File: config.mk
export PLATFORM = sky130hd
export DESIGN_NAME = weighted_host_slot_picker_top
export DESIGN_NICKNAME = d
export VERILOG_FILES = /design/src/rtl/wshp_pkg.sv /design/src/rtl/wshp_div.sv /design/src/rtl/wshp_datapath.sv /design/src/rtl/wshp_ctrl.sv /design/src/rtl/weighted_host_slot_picker_top.sv
export SDC_FILE = /design/constraint.sdc
export NUM_CORES = 2
export LEC_CHECK = 0
export BUFFER_PORTS_ARGS = -buffer_cell sky130_fd_sc_hd__buf_2
export CORE_MARGIN = 2
export CORE_UTILIZATION = 60
export DETAILED_ROUTE_END_ITERATION = 10
export PLACE_DENSITY = 0.76
export REMOVE_ABC_BUFFERS = 1
export SLEW_MARGIN = 20
export SYNTH_ARGS = -nofsm -noshare
export SYNTH_HDL_FRONTEND = slang
export SYNTH_SLANG_ARGS = --single-unit
File: constraint.sdc
create_clock -name clk -period 32 [get_ports clk]
set_input_delay 3.2 -clock clk [delete_from_list [all_inputs] [get_ports clk]]
set_output_delay 3.2 -clock clk [all_outputs]
set_load 0.005 [all_outputs]
File: src/rtl/wshp_pkg.sv
package wshp_pkg;

  // default sizes
  localparam int unsigned TABLE_ENTRIES_DEF = 16;
  localparam int unsigned PREVIEW_MAX_DEF   = 16;
  // most results one request may cause
  localparam int unsigned RESULT_LIMIT      = 16;

  // operation codes
  localparam logic [3:0] MODE_ADD     = 4'd0;
  localparam logic [3:0] MODE_ENABLE  = 4'd1;
  localparam logic [3:0] MODE_DISABLE = 4'd2;
  localparam logic [3:0] MODE_REMOVE  = 4'd3;
  localparam logic [3:0] MODE_SETW    = 4'd4;
  localparam logic [3:0] MODE_INC     = 4'd5;
  localparam logic [3:0] MODE_DEC     = 4'd6;
  localparam logic [3:0] MODE_PICK    = 4'd7;
  localparam logic [3:0] MODE_PREVIEW = 4'd8;

  // result status codes
  localparam logic [1:0] ST_OK   = 2'd0;
  localparam logic [1:0] ST_FAIL = 2'd1;
  localparam logic [1:0] ST_FULL = 2'd2;

  localparam logic [15:0] COUNT_MAX = 16'hFFFF;

  // one table entry as stored in memory
  typedef struct packed {
    logic [31:0] addr;
    logic [15:0] port;
    logic [7:0]  weight;
    logic [15:0] count;
    logic        enabled;
    logic [31:0] stamp;
  } entry_t;

  // controller to datapath
  typedef struct packed {
    logic load;
    logic rescan;
    logic rd;
    logic chk;
    logic div_start;
    logic best_upd;
    logic idx_inc;
    logic emit_pick;
    logic exec;
  } cmd_t;

  // datapath to controller
  typedef struct packed {
    logic is_pick;
    logic is_preview;
    logic elig;
    logic idx_last;
    logic div_done;
    logic out_last;
  } sts_t;

endpackage

File: src/rtl/wshp_div.sv
module wshp_div (
  input  logic        clk,
  input  logic        rst,
  input  logic        start,
  input  logic [15:0] dividend,
  input  logic [7:0]  divisor,
  output logic        busy,
  output logic        done,
  output logic [15:0] quotient
);

  logic [7:0]  rem;
  logic [7:0]  dvs;
  logic [15:0] quo;
  logic [3:0]  cnt;
  logic [8:0]  rem_sh;
  logic        take;

  // one quotient bit per cycle, restoring
  assign rem_sh = {rem, quo[15]};
  assign take   = rem_sh >= {1'b0, dvs};

  always_ff @(posedge clk) begin
    if (rst) begin
      busy <= 1'b0;
      done <= 1'b0;
      cnt  <= '0;
    end else begin
      done <= 1'b0;
      if (start) begin
        busy <= 1'b1;
        rem  <= '0;
        quo  <= dividend;
        dvs  <= divisor;
        cnt  <= '0;
      end else if (busy) begin
        if (take) begin
          rem <= 8'(rem_sh - {1'b0, dvs});
          quo <= {quo[14:0], 1'b1};
        end else begin
          rem <= rem_sh[7:0];
          quo <= {quo[14:0], 1'b0};
        end
        cnt <= cnt + 4'd1;
        if (cnt == 4'd15) begin
          busy <= 1'b0;
          done <= 1'b1;
        end
      end
    end
  end

  assign quotient = quo;

endmodule

File: src/rtl/wshp_datapath.sv
module wshp_datapath #(
  parameter int unsigned TABLE_ENTRIES = wshp_pkg::TABLE_ENTRIES_DEF,
  parameter int unsigned PREVIEW_MAX   = wshp_pkg::PREVIEW_MAX_DEF
) (
  input  logic            clk,
  input  logic            rst,
  input  wshp_pkg::cmd_t  cmd,
  output wshp_pkg::sts_t  sts,
  input  logic [3:0]      mode,
  input  logic [31:0]     host_addr,
  input  logic [15:0]     host_port,
  input  logic [7:0]      weight,
  input  logic [4:0]      pick_count,
  output logic [1:0]      status,
  output logic [31:0]     picked_addr,
  output logic [15:0]     picked_port,
  output logic            last
);

  localparam int unsigned IW  = $clog2(TABLE_ENTRIES);
  localparam int unsigned PL  = (PREVIEW_MAX < wshp_pkg::RESULT_LIMIT) ?
                                PREVIEW_MAX : wshp_pkg::RESULT_LIMIT;
  localparam int unsigned PNW = $clog2(PL + 1);
  localparam int unsigned PLW = (PL > 1) ? $clog2(PL) : 1;

  // captured request
  logic [3:0]  mode_r;
  logic [31:0] addr_r;
  logic [15:0] port_r;
  logic [7:0]  weight_r;
  logic [PNW-1:0] n_r;

  // table storage
  wshp_pkg::entry_t mem [TABLE_ENTRIES];
  logic [TABLE_ENTRIES-1:0] vbits;
  logic [31:0] next_stamp;

  // scan state
  logic [IW-1:0]    idx;
  logic [IW-1:0]    rd_idx;
  wshp_pkg::entry_t rdata;
  logic             valid_q;
  logic             found;
  logic [IW-1:0]    found_idx;
  wshp_pkg::entry_t found_ent;
  logic             free_found;
  logic [IW-1:0]    free_idx;

  // best candidate of the current pick
  logic          best_found;
  logic [IW-1:0] best_idx;
  logic [15:0]   best_q;
  logic [31:0]   best_age;
  logic [31:0]   best_addr;
  logic [15:0]   best_port;

  // picks made so far in a preview
  logic [IW-1:0]  pk_list [PL];
  logic [PL-1:0]  pk_ok;
  logic [PNW-1:0] pk_n;

  logic [4:0]     n_sat;
  logic [PNW-1:0] hit_cnt;
  logic [16:0]    cnt_sum;
  logic [15:0]    cnt_eff;
  logic [31:0]    age;
  logic           key_hit;
  logic           better;
  logic           div_busy;
  logic           div_done;
  logic [15:0]    quo;

  // exec results
  logic             wr_en;
  logic [IW-1:0]    wr_idx;
  wshp_pkg::entry_t wr_data;
  logic [1:0]       ex_st;
  logic             set_v;
  logic             clr_v;

  // preview count: zero acts as one, large values saturate
  always_comb begin
    if (pick_count == 5'd0) begin
      n_sat = 5'd1;
    end else if ({27'd0, pick_count} > PL) begin
      n_sat = 5'(PL);
    end else begin
      n_sat = pick_count;
    end
  end

  // earlier preview picks that hit the entry being read
  always_comb begin
    hit_cnt = '0;
    for (int k = 0; k < PL; k++) begin
      if ((PNW'(k) < pk_n) && pk_ok[k] && (pk_list[k] == rd_idx)) begin
        hit_cnt = hit_cnt + PNW'(1);
      end
    end
  end

  assign cnt_sum = {1'b0, rdata.count} + 17'(hit_cnt);
  assign cnt_eff = cnt_sum[16] ? wshp_pkg::COUNT_MAX : cnt_sum[15:0];
  assign age     = next_stamp - rdata.stamp;
  assign key_hit = valid_q && (rdata.addr == addr_r) && (rdata.port == port_r);
  assign better  = !best_found || (quo < best_q) || ((quo == best_q) && (age < best_age));

  wshp_div u_div (
    .clk      (clk),
    .rst      (rst),
    .start    (cmd.div_start),
    .dividend (cnt_eff),
    .divisor  (rdata.weight),
    .busy     (div_busy),
    .done     (div_done),
    .quotient (quo)
  );

  // status to controller
  always_comb begin
    sts.is_pick    = (mode_r == wshp_pkg::MODE_PICK) || (mode_r == wshp_pkg::MODE_PREVIEW);
    sts.is_preview = (mode_r == wshp_pkg::MODE_PREVIEW);
    sts.elig       = valid_q && rdata.enabled && (rdata.weight != 8'd0);
    sts.idx_last   = (idx == IW'(TABLE_ENTRIES - 1));
    sts.div_done   = div_done;
    sts.out_last   = last;
  end

  // table operation for non-pick modes
  always_comb begin
    wr_en   = 1'b0;
    wr_idx  = found_idx;
    wr_data = found_ent;
    ex_st   = wshp_pkg::ST_FAIL;
    set_v   = 1'b0;
    clr_v   = 1'b0;
    case (mode_r)
      wshp_pkg::MODE_ADD: begin
        if (found) begin
          wr_en           = 1'b1;
          wr_data.weight  = weight_r;
          wr_data.enabled = 1'b1;
          ex_st           = wshp_pkg::ST_OK;
        end else if (free_found) begin
          wr_en           = 1'b1;
          wr_idx          = free_idx;
          wr_data.addr    = addr_r;
          wr_data.port    = port_r;
          wr_data.weight  = weight_r;
          wr_data.count   = '0;
          wr_data.enabled = 1'b1;
          wr_data.stamp   = next_stamp;
          set_v           = 1'b1;
          ex_st           = wshp_pkg::ST_OK;
        end else begin
          ex_st = wshp_pkg::ST_FULL;
        end
      end
      wshp_pkg::MODE_ENABLE, wshp_pkg::MODE_DISABLE: begin
        if (found) begin
          wr_en           = 1'b1;
          wr_data.enabled = (mode_r == wshp_pkg::MODE_ENABLE);
          ex_st           = wshp_pkg::ST_OK;
        end
      end
      wshp_pkg::MODE_REMOVE: begin
        clr_v = found;
        ex_st = wshp_pkg::ST_OK;
      end
      wshp_pkg::MODE_SETW: begin
        if (found) begin
          wr_en          = 1'b1;
          wr_data.weight = weight_r;
          ex_st          = wshp_pkg::ST_OK;
        end
      end
      wshp_pkg::MODE_INC: begin
        if (found) begin
          wr_en = 1'b1;
          if (found_ent.count != wshp_pkg::COUNT_MAX) begin
            wr_data.count = found_ent.count + 16'd1;
          end
          ex_st = wshp_pkg::ST_OK;
        end
      end
      wshp_pkg::MODE_DEC: begin
        if (found && (found_ent.count != 16'd0)) begin
          wr_en         = 1'b1;
          wr_data.count = found_ent.count - 16'd1;
          ex_st         = wshp_pkg::ST_OK;
        end
      end
      default: begin
        ex_st = wshp_pkg::ST_FAIL;
      end
    endcase
  end

  // memory: one write port, one registered read port
  always_ff @(posedge clk) begin
    if (cmd.exec && wr_en) begin
      mem[wr_idx] <= wr_data;
    end
    if (cmd.rd) begin
      rdata <= mem[idx];
    end
  end

  // valid bits and stamp counter
  always_ff @(posedge clk) begin
    if (rst) begin
      vbits      <= '0;
      next_stamp <= '0;
    end else if (cmd.exec) begin
      if (set_v) begin
        vbits[free_idx] <= 1'b1;
        next_stamp      <= next_stamp + 32'd1;
      end
      if (clr_v) begin
        vbits[found_idx] <= 1'b0;
      end
    end
  end

  // scan, pick and result registers
  always_ff @(posedge clk) begin
    if (rst) begin
      found      <= 1'b0;
      free_found <= 1'b0;
      best_found <= 1'b0;
      pk_n       <= '0;
      idx        <= '0;
    end else begin
      if (cmd.load) begin
        mode_r     <= mode;
        addr_r     <= host_addr;
        port_r     <= host_port;
        weight_r   <= weight;
        n_r        <= PNW'(n_sat);
        idx        <= '0;
        found      <= 1'b0;
        free_found <= 1'b0;
        best_found <= 1'b0;
        pk_n       <= '0;
      end
      if (cmd.rescan) begin
        idx        <= '0;
        best_found <= 1'b0;
      end
      if (cmd.rd) begin
        valid_q <= vbits[idx];
        rd_idx  <= idx;
      end
      if (cmd.chk) begin
        if (key_hit && !found) begin
          found     <= 1'b1;
          found_idx <= rd_idx;
          found_ent <= rdata;
        end
        if (!valid_q && !free_found) begin
          free_found <= 1'b1;
          free_idx   <= rd_idx;
        end
      end
      if (cmd.idx_inc) begin
        idx <= idx + IW'(1);
      end
      if (cmd.best_upd && better) begin
        best_found <= 1'b1;
        best_idx   <= rd_idx;
        best_q     <= quo;
        best_age   <= age;
        best_addr  <= rdata.addr;
        best_port  <= rdata.port;
      end
      if (cmd.emit_pick) begin
        status      <= best_found ? wshp_pkg::ST_OK : wshp_pkg::ST_FAIL;
        picked_addr <= best_found ? best_addr : 32'd0;
        picked_port <= best_found ? best_port : 16'd0;
        last        <= (mode_r == wshp_pkg::MODE_PICK) || (PNW'(pk_n + PNW'(1)) == n_r);
        if (pk_n < PNW'(PL)) begin
          pk_list[pk_n[PLW-1:0]] <= best_idx;
          pk_ok[pk_n[PLW-1:0]]   <= best_found;
          pk_n                   <= pk_n + PNW'(1);
        end
      end
      if (cmd.exec) begin
        status      <= ex_st;
        picked_addr <= '0;
        picked_port <= '0;
        last        <= 1'b1;
      end
    end
  end

  // divider is only started when free
  assert property (@(posedge clk) disable iff (rst) cmd.div_start |-> !div_busy)
    else $error("divider started while busy");

  // preview never records more picks than it may make
  assert property (@(posedge clk) disable iff (rst) pk_n <= PNW'(PL))
    else $error("pick list overrun");

  // an entry found by key is still valid when the operation runs
  assert property (@(posedge clk) disable iff (rst) (cmd.exec && found) |-> vbits[found_idx])
    else $error("found entry not valid");

endmodule

File: src/rtl/wshp_ctrl.sv
module wshp_ctrl (
  input  logic           clk,
  input  logic           rst,
  input  logic           in_valid,
  output logic           in_ready,
  output logic           out_valid,
  input  logic           out_ready,
  output wshp_pkg::cmd_t cmd,
  input  wshp_pkg::sts_t sts
);

  typedef enum logic [2:0] {
    S_IDLE,
    S_RD,
    S_CHK,
    S_DIV,
    S_NEXT,
    S_END,
    S_OUT
  } state_t;

  state_t state;
  state_t state_next;

  // commands and next state
  always_comb begin
    cmd        = '0;
    state_next = state;
    case (state)
      S_IDLE: begin
        if (in_valid) begin
          cmd.load   = 1'b1;
          state_next = S_RD;
        end
      end
      S_RD: begin
        cmd.rd     = 1'b1;
        state_next = S_CHK;
      end
      S_CHK: begin
        if (sts.is_pick) begin
          if (sts.elig) begin
            cmd.div_start = 1'b1;
            state_next    = S_DIV;
          end else begin
            state_next = S_NEXT;
          end
        end else begin
          cmd.chk    = 1'b1;
          state_next = S_NEXT;
        end
      end
      S_DIV: begin
        if (sts.div_done) begin
          cmd.best_upd = 1'b1;
          state_next   = S_NEXT;
        end
      end
      S_NEXT: begin
        if (sts.idx_last) begin
          state_next = S_END;
        end else begin
          cmd.idx_inc = 1'b1;
          state_next  = S_RD;
        end
      end
      S_END: begin
        if (sts.is_pick) begin
          cmd.emit_pick = 1'b1;
        end else begin
          cmd.exec = 1'b1;
        end
        state_next = S_OUT;
      end
      S_OUT: begin
        if (out_ready) begin
          if (sts.is_preview && !sts.out_last) begin
            cmd.rescan = 1'b1;
            state_next = S_RD;
          end else begin
            state_next = S_IDLE;
          end
        end
      end
      default: begin
        state_next = S_IDLE;
      end
    endcase
  end

  always_ff @(posedge clk) begin
    if (rst) begin
      state <= S_IDLE;
    end else begin
      state <= state_next;
    end
  end

  assign in_ready  = (state == S_IDLE);
  assign out_valid = (state == S_OUT);

  // a request is never taken while a result waits
  assert property (@(posedge clk) disable iff (rst) !(in_ready && out_valid))
    else $error("input ready with result pending");

  // every result follows a table operation or a pick
  assert property (@(posedge clk) disable iff (rst)
    $rose(out_valid) |-> $past(cmd.exec || cmd.emit_pick))
    else $error("result without operation");

  // the divider finishes only while waiting on it
  assert property (@(posedge clk) disable iff (rst) sts.div_done |-> state == S_DIV)
    else $error("divider done outside divide state");

endmodule

File: src/rtl/weighted_host_slot_picker_top.sv
// channel   signals                                               direction
// request   in_valid, in_ready, mode, host_addr, host_port,       in
//           weight, pick_count
// result    out_valid, out_ready, status, picked_addr,            out
//           picked_port, last
//
// one request at a time; each table scan reads the entries from memory one after another
// non-pick operation: read, check and next for each entry, then the operation, then the result handshake
// each pick: read, check and next for each entry, plus a divide for each eligible entry (16-step divider)
// preview repeats the pick scan once per result, up to 16 results
// reset clears all valid bits at once; no clearing pass
// a stalled result holds the block in place until it is taken
module weighted_host_slot_picker_top #(
  parameter int unsigned TABLE_ENTRIES = wshp_pkg::TABLE_ENTRIES_DEF,
  parameter int unsigned PREVIEW_MAX   = wshp_pkg::PREVIEW_MAX_DEF
) (
  input  logic        clk,
  input  logic        rst,
  input  logic        in_valid,
  output logic        in_ready,
  input  logic [3:0]  mode,
  input  logic [31:0] host_addr,
  input  logic [15:0] host_port,
  input  logic [7:0]  weight,
  input  logic [4:0]  pick_count,
  output logic        out_valid,
  input  logic        out_ready,
  output logic [1:0]  status,
  output logic [31:0] picked_addr,
  output logic [15:0] picked_port,
  output logic        last
);

  wshp_pkg::cmd_t cmd;
  wshp_pkg::sts_t sts;

  wshp_ctrl u_ctrl (
    .clk       (clk),
    .rst       (rst),
    .in_valid  (in_valid),
    .in_ready  (in_ready),
    .out_valid (out_valid),
    .out_ready (out_ready),
    .cmd       (cmd),
    .sts       (sts)
  );

  wshp_datapath #(
    .TABLE_ENTRIES (TABLE_ENTRIES),
    .PREVIEW_MAX   (PREVIEW_MAX)
  ) u_dp (
    .clk         (clk),
    .rst         (rst),
    .cmd         (cmd),
    .sts         (sts),
    .mode        (mode),
    .host_addr   (host_addr),
    .host_port   (host_port),
    .weight      (weight),
    .pick_count  (pick_count),
    .status      (status),
    .picked_addr (picked_addr),
    .picked_port (picked_port),
    .last        (last)
  );

endmodule
# --- Word level (Yosys, flattened, before mapping) ---
# Memories as Yosys holds them, arrays and structs flattened. A register that Yosys moved wholly into a read port is not among the register bits.
# Cells that the tools add are included.
classes:
  addsub: 24
  n_lt_le_gt_ge: 28
  eq_ne: 40
  n_mux: 125
  bitwise_logic: 5
  n_reduce_logical: 80
ops:
  columns: ["operator", "count"]
  rows:
  - ["16-bit 2-to-1 mux", 13]
  - ["32-bit 2-to-1 mux", 4]
  - ["105-bit 2-to-1 mux", 1]
  - ["48-bit 2-to-1 mux", 2]
  - ["5-bit 2-to-1 mux", 19]
  - ["5-bit by 1-bit adder with 5-bit output, second input constant", 15]
  - ["4-bit == test", 16]
  - ["1-bit 2-to-1 mux", 53]
  - ["16-bit case mux with 3 select lines", 1]
  - ["1-bit logical AND", 46]
  - ["4-bit by 5-bit less-than comparator with 1-bit output, first input constant", 8]
  - ["32-bit by 1-bit adder with 32-bit output, second input constant", 1]
  - ["16-bit == test", 2]
  - ["32-bit == test", 1]
  - ["32-bit less-than comparator", 1]
  - ["8-bit 2-to-1 mux", 4]
  - ["32-bit subtractor", 1]
  - ["4-bit 2-to-1 mux", 6]
  - ["3-bit case mux with 7 select lines", 1]
  - ["3-bit by 5-bit less-than comparator with 1-bit output, first input constant", 4]
  - ["4-bit by 5-bit less-than comparator with 1-bit output, second input constant", 4]
  - ["3-bit 2-to-1 mux", 6]
  - ["16-bit by 5-bit adder with 17-bit output", 1]
  - ["16-bit by 1-bit adder with 16-bit output, second input constant", 1]
  - ["48 further kinds", 91]
word_totals:
  ff_bits: 451
  ramBits: 1744
  in_bits: 69
  out_inout_bits: 53
  word_cells: 344
  mem_count: 2
memory_table:
  columns: ["name", "words", "width", "rd", "rd_ports_with_merged_regs", "wr", "line", "source"]
  rows:
  - ["u_dp.mem", 16, 105, 1, 1, 1, "wshp_datapath.sv:34", "wshp_pkg::entry_t mem [TABLE_ENTRIES];"]
  - ["u_dp.pk_list", 16, 4, 16, 0, 1, "wshp_datapath.sv:58", "logic [IW-1:0] pk_list [PL];"]

# --- Logic depth before layout (Yosys ltp) ---
depth:
  ltp_word: 37
  depth_mapped: 55
  depth_no_buf: 53

# --- By module ---
# Synthesis repeated with hierarchy kept, for this count alone.
unflattened:
  hier_cells: 4863
  hier_area_um2: 92531.2
modules_own_cells:
  columns: ["module", "instances", "cells_each", "area_per_inst_um2"]
  rows:
  - ["wshp_datapath", 1, 4667, 90230.3]
  - ["wshp_div", 1, 155, 1983.2]
  - ["wshp_ctrl", 1, 41, 317.8]

# --- Least setup slack after synthesis ---
# Ideal clock, no wire load.
synth_path:
  path_kind: "input port to flip-flop"
  start: "in rst"
  end: "reg u_dp.found_ent[0] (netlist name), enable pin"
  setup_time_ns: 0.713
  arrival_ns: 11.064
  required_time_ns: 31.287
  path_slack_ns: 20.223
  path_stages: 4
  path_cell_list: "clkbuf_1 > nor2_1 > nand3_1 > nor3_1"
synth_between:
  elab_chain_cells: 2
synth_lines:
  columns: ["item", "line", "source"]
  rows:
  - ["start: declaration", "weighted_host_slot_picker_top.sv:18", "input logic rst,"]
  - ["1-bit NOT (no line)", null, null]
  - ["3-bit AND reduction (no line)", null, null]
  - ["end signal: assignment", "wshp_datapath.sv:258", "found_ent <= rdata;"]
  - ["end: declaration", "wshp_datapath.sv:45", "wshp_pkg::entry_t found_ent;"]
# No other way between the ends.
# A chain may end at the register's enable or synchronous reset.

# --- Worst setup path after layout ---
layout_path:
  start: "reg u_dp.pk_n[3]"
  end: "reg u_dp.u_div.quo[0] (netlist: u_dp.u_div.quotient[0]) (data pin)"
layout_between:
  elab_chain_cells: 37
layout_lines:
  columns: ["item", "line", "source"]
  rows:
  - ["start: declaration", "wshp_datapath.sv:60", "logic [PNW-1:0] pk_n;"]
  - ["start signal: assignment", "wshp_datapath.sv:284", "pk_n <= pk_n + PNW'(1);"]
  - ["1-bit by 5-bit less-than comparator with 1-bit output", "wshp_datapath.sv:96", "if ((PNW'(k) < pk_n) && pk_ok[k] && (pk_list[k] == rd_idx)) begin"]
  - ["1-bit logical AND (2 in series)", "wshp_datapath.sv:96", null]
  - ["1-bit 2-to-1 mux", "wshp_datapath.sv:96", null]
  - ["1-bit by 1-bit adder with 2-bit output", "wshp_datapath.sv:97", "hit_cnt = hit_cnt + PNW'(1);"]
  - ["5-bit 2-to-1 mux", "wshp_datapath.sv:96", null]
  - ["5-bit by 1-bit adder with 5-bit output", "wshp_datapath.sv:97", null]
  - ["5-bit 2-to-1 mux", "wshp_datapath.sv:96", null]
  - ["5-bit by 1-bit adder with 5-bit output", "wshp_datapath.sv:97", null]
  - ["[20 not listed]", null, null]
  - ["5-bit 2-to-1 mux", "wshp_datapath.sv:96", null]
  - ["5-bit by 1-bit adder with 5-bit output", "wshp_datapath.sv:97", null]
  - ["5-bit 2-to-1 mux", "wshp_datapath.sv:96", null]
  - ["5-bit by 1-bit adder with 5-bit output", "wshp_datapath.sv:97", null]
  - ["5-bit 2-to-1 mux (*)", "wshp_datapath.sv:96", null]
  - ["16-bit by 5-bit adder with 17-bit output (*)", "wshp_datapath.sv:102", "assign cnt_sum = {1'b0, rdata.count} + 17'(hit_cnt);"]
  - ["16-bit 2-to-1 mux (*)", "wshp_datapath.sv:103", "assign cnt_eff = cnt_sum[16] ? wshp_pkg::COUNT_MAX : cnt_sum[15:0];"]
  - ["16-bit 2-to-1 mux (*)", "wshp_div.sv:30", "if (start) begin"]
  - ["end signal: assignment", "wshp_div.sv:33", "quo <= dividend;"]
  - ["end signal: assignment", "wshp_div.sv:39", "quo <= {quo[14:0], 1'b1};"]
  - ["end signal: assignment", "wshp_div.sv:42", "quo <= {quo[14:0], 1'b0};"]
  - ["end: declaration", "wshp_div.sv:14", "logic [15:0] quo;"]
# Every way passes the cells marked *; elsewhere a longest branch is shown, timed or not.

==> key figures <==
Floorplan
  – Die width: 397 um
  – Core area: 154000 um^2
  – Top Ports: 122
  – Initial Utilization: 60.2%
  – Row count: 144
  – Die H: 397 um
  – Die ar.: 157000 um^2

Clock network
  – Clk pin slew, worst setup/hold paths: 0.06 ns
  – CTS Buffer Depth: 3
  – Post-CTS Hold Buffers: 0
  – CTS Buf Count: 217
  – Postcts setup bufs: 0
  – Root Driver: clkbuf_16
  – H-tree lvl count: 4
  – Clock sinks: 2300
  – CTS tree: built
  – Post-cts resize count: 0
  – Insertion delay to the later sink of the worst-skew pair: 0.89 ns

Global routing
  – Total Routing Usage GR: 28.5%
  – GRT Residual Overflow: 0
  – Initial antenna violation count: 5
  – Largest net degree at the start of global routing: 145
  – Met2 usage: 46.6%
  – Met3 global-route usage: 5.21%
  – Vias in the first global route: 48400
  – Gr busiest metal: met2
  – First-pass GRT wire length: 325000 um
  – Met1 GRT Util: 39.6%

Route
  – DRT antenna net count: 0
  – Drt wl/cell: 30.5 um
  – Via count: 48000
  – Drt drc: 0
  – Drt pass-1 iters: 6
  – DR vias/cell: 6.58
  – Post-Route WL: 222000 um
  – Initial DRC Count: 6324

Finish
  – FILL cells: 9493
  – Cell Count, Final, Fillers Out: 7284
  – # nets final: 5241
  – Multi-input logic area: 23000 um^2
  – Storage element area: 68400 um^2
  – Share of layout cells above drive strength 1: 21.5%
  – Synth-to-layout area growth: 11.4%

Power and ir drop
  – VDD IR max: 63.5 uV
  – Logic pwr share: 2.4%
  – Switching share of power: 20.9%
  – Power per cell area: 58.7 nW/um^2
  – Lkg Pwr: 32.9 nW
  – Pint: 0.00478 W
  – Total Power: 0.00604 W
  – Switch Pwr: 0.00126 W
  – Sequential share of power: 55.1%
  – Part of the power in the clock network: 42.4%

STA
  – Fin Clk Skew: 0.116 ns
  – Final hold vios: 0
  – Max-slew violations: 0
  – Worst-margin pin slew: 1.19 ns
  – Max Freq: 85.2 MHz
  – Slew margin rel.: 20.3%
  – Final TNS setup: 0 ns
  – Setup Viol. Count Final: 0
  – Crit share post-route: 36.7%
  – RSZ-0062 raised after global routing: no
  – Fin crit period: 11.74 ns

Placement
  – GP Congestion: 0.865
  – Buffers added on ports: 121
  – DP HPWL: 107000 um
  – Placed Cells: 6875

Yosys
  – Yosys reg bits: 2300
  – Mapped Avg Cell Area: 19.1 um^2
  – Prevailing post-synth register cell: edfxtp_1
  – Synth Instances: 4845
  – Post-synth top area cell: edfxtp_1
  – Most frequent cells after synthesis: 2231 x edfxtp_1, 530 x mux4_2, 348 x nand2_1, 183 x nor2_1, 162 x clkbuf_1
  – Number of flops mapped to enable cells by yosys: 2231
  – Mapped cell area: 92500 um^2
  – Post-synthesis sequential area ratio: 73.9%
  – FFs w/ async S/R, synth: 0%
  – Synth warnings: 0
  – Netlist cell types: 95
  – Most numerous cell in the Yosys netlist: edfxtp_1
  – Share of Yosys cell area claimed by the top area cell type: 72.4%
  – Synth area leaders: edfxtp_1 72%, mux4_2 13%, ha_1 1.6%

Critical path
  – Worst Path Arrival: 12.22 ns
  – Worst path buffer plus inverter count: 3
  – Startpoint Class: flip-flop
  – Critical Path End Type: flip-flop
  – Delay of the slowest critical-path stage: 0.81 ns
  – R2R setup slack: 20.26 ns
  – Critical setup path kind: reg -> reg
  – Crit-path most repeated cell: ha_1
  – Worst EP required: 32.48 ns
  – CP max stage cell: dfxtp_1
  – Delay-heaviest family, CP: adder cells
  – CP Max Fanout: 21

Worst hold path
  – Worst hold path class: reg -> reg

Status
  – Run status: complete, no violations

Flow run
  – MaxCap Viol Count: 0
-- cell usage in the layout, fill, tap and decap left out, types with 16 or more instances in the layout --
cell type     n
edfxtp_1   2231
clkbuf_1     54
nand3_1      49
nor3_1       60
mux4_2      530
o21ai_0      79
xnor2_1     129
buf_4        62
nor2b_1      28
nand2b_1     31
dfxtp_1      65
inv_1       144
buf_12       16
clkbuf_16   218
nand4_1      39
nor2_4       21
clkinv_2     30
nor4_1       28
a21oi_1     114
nor2_1      161
buf_2       120
and3_1       23
clkinv_1     53
a21o_1       25
a31oi_1      17
bufinv_16    19
xor2_1       88
ha_1        118
and2_1       62
nand2_1     348
-- sequential cells by signal, indices dropped and copies added, names as in the netlist, 16 cells and up --
name and flops:
u_dp.u_div.quotient 16, u_dp.addr_r 32, u_dp.picked_port 16, u_dp.pk_ok 16
u_dp.rdata 105, u_dp.best_age 32, u_dp.best_addr 32, u_dp.next_stamp 32
u_dp.port_r 16, u_dp.best_q 16, u_dp.pk_list 64, u_dp.picked_addr 32
u_dp.mem 1680, u_dp.vbits 16, u_dp.best_port 16, u_dp.found_ent 105
-- stage by stage --
stage | hold slack [ns] | instance area (um^2) | setup slack (ns) | utilization (%)
global placement | 0.434 | 95800 | 20.44 | 62.4
floorplan | 0.426 | 91700 | 12.39 | -
global route | 0.468 | 103000 | 19.39 | 67.1
CTS | 0.444 | 103000 | 19.94 | 67.1
detailed placement | 0.437 | 95800 | 20.04 | 62.4
finish | 0.453 | 103000 | 20.26 | 67.1
-- per-layer routing --
layer	wire [um]	share of wire [%]
met1	83400	38
met2	110000	50
met3	21700	9.8
met4	6740	3.0
met5	13	0.0059
-- power groups by stage --
stage / clock [W] / sequential, W / combinational, W
after detailed placement: 0 / 0.00339 / 0.000145
after floorplan: 0 / 0.00339 / 0.000113
final: 0.00257 / 0.00333 / 0.000148
after global routing: 0.00270 / 0.00333 / 0.000159
after CTS: 0.00259 / 0.00333 / 0.000147
after global placement: 0 / 0.00339 / 0.000142
-- kinds of logic (layout without fill, tap and decap cells) --
kind of cell	count (synthesis)	count (layout)	share of synthesized area, %
adders and majority gates	122	122	1.67
and+or+nand+nor	911	911	4.66
buffers and inverters	357	750	1.47
other	0	2	0
AOI/OAI and AO/OA	365	365	2.58
xor gates and xnor gates	234	234	2.47
muxes	556	556	13.2
DFF	2300	2300	73.9
-- final timing paths --
check | start | end | depth (start not counted)
worst max-delay path | u_dp.pk_n[3] | u_dp.u_div.quotient[0] | 50
worst min-delay path | u_dp.rdata[11] | u_dp.found_ent[11] | 0
worst max register to register | u_dp.pk_n[3] | u_dp.u_div.quotient[0] | 50
worst min register to register | u_dp.rdata[11] | u_dp.found_ent[11] | 0
-- area by class of cell --
cell class                 count  area share [%]
tap                         2044            2.48
clock buffer                 275            5.53
clock inverter               131            1.39
inverter                     145           0.528
antenna                        2         0.00486
multi-input combinational   2188            22.3
timing repair buffer         199            1.36
sequential                  2300            66.4
No activity file was read; power rests on OpenSTA's default activity.
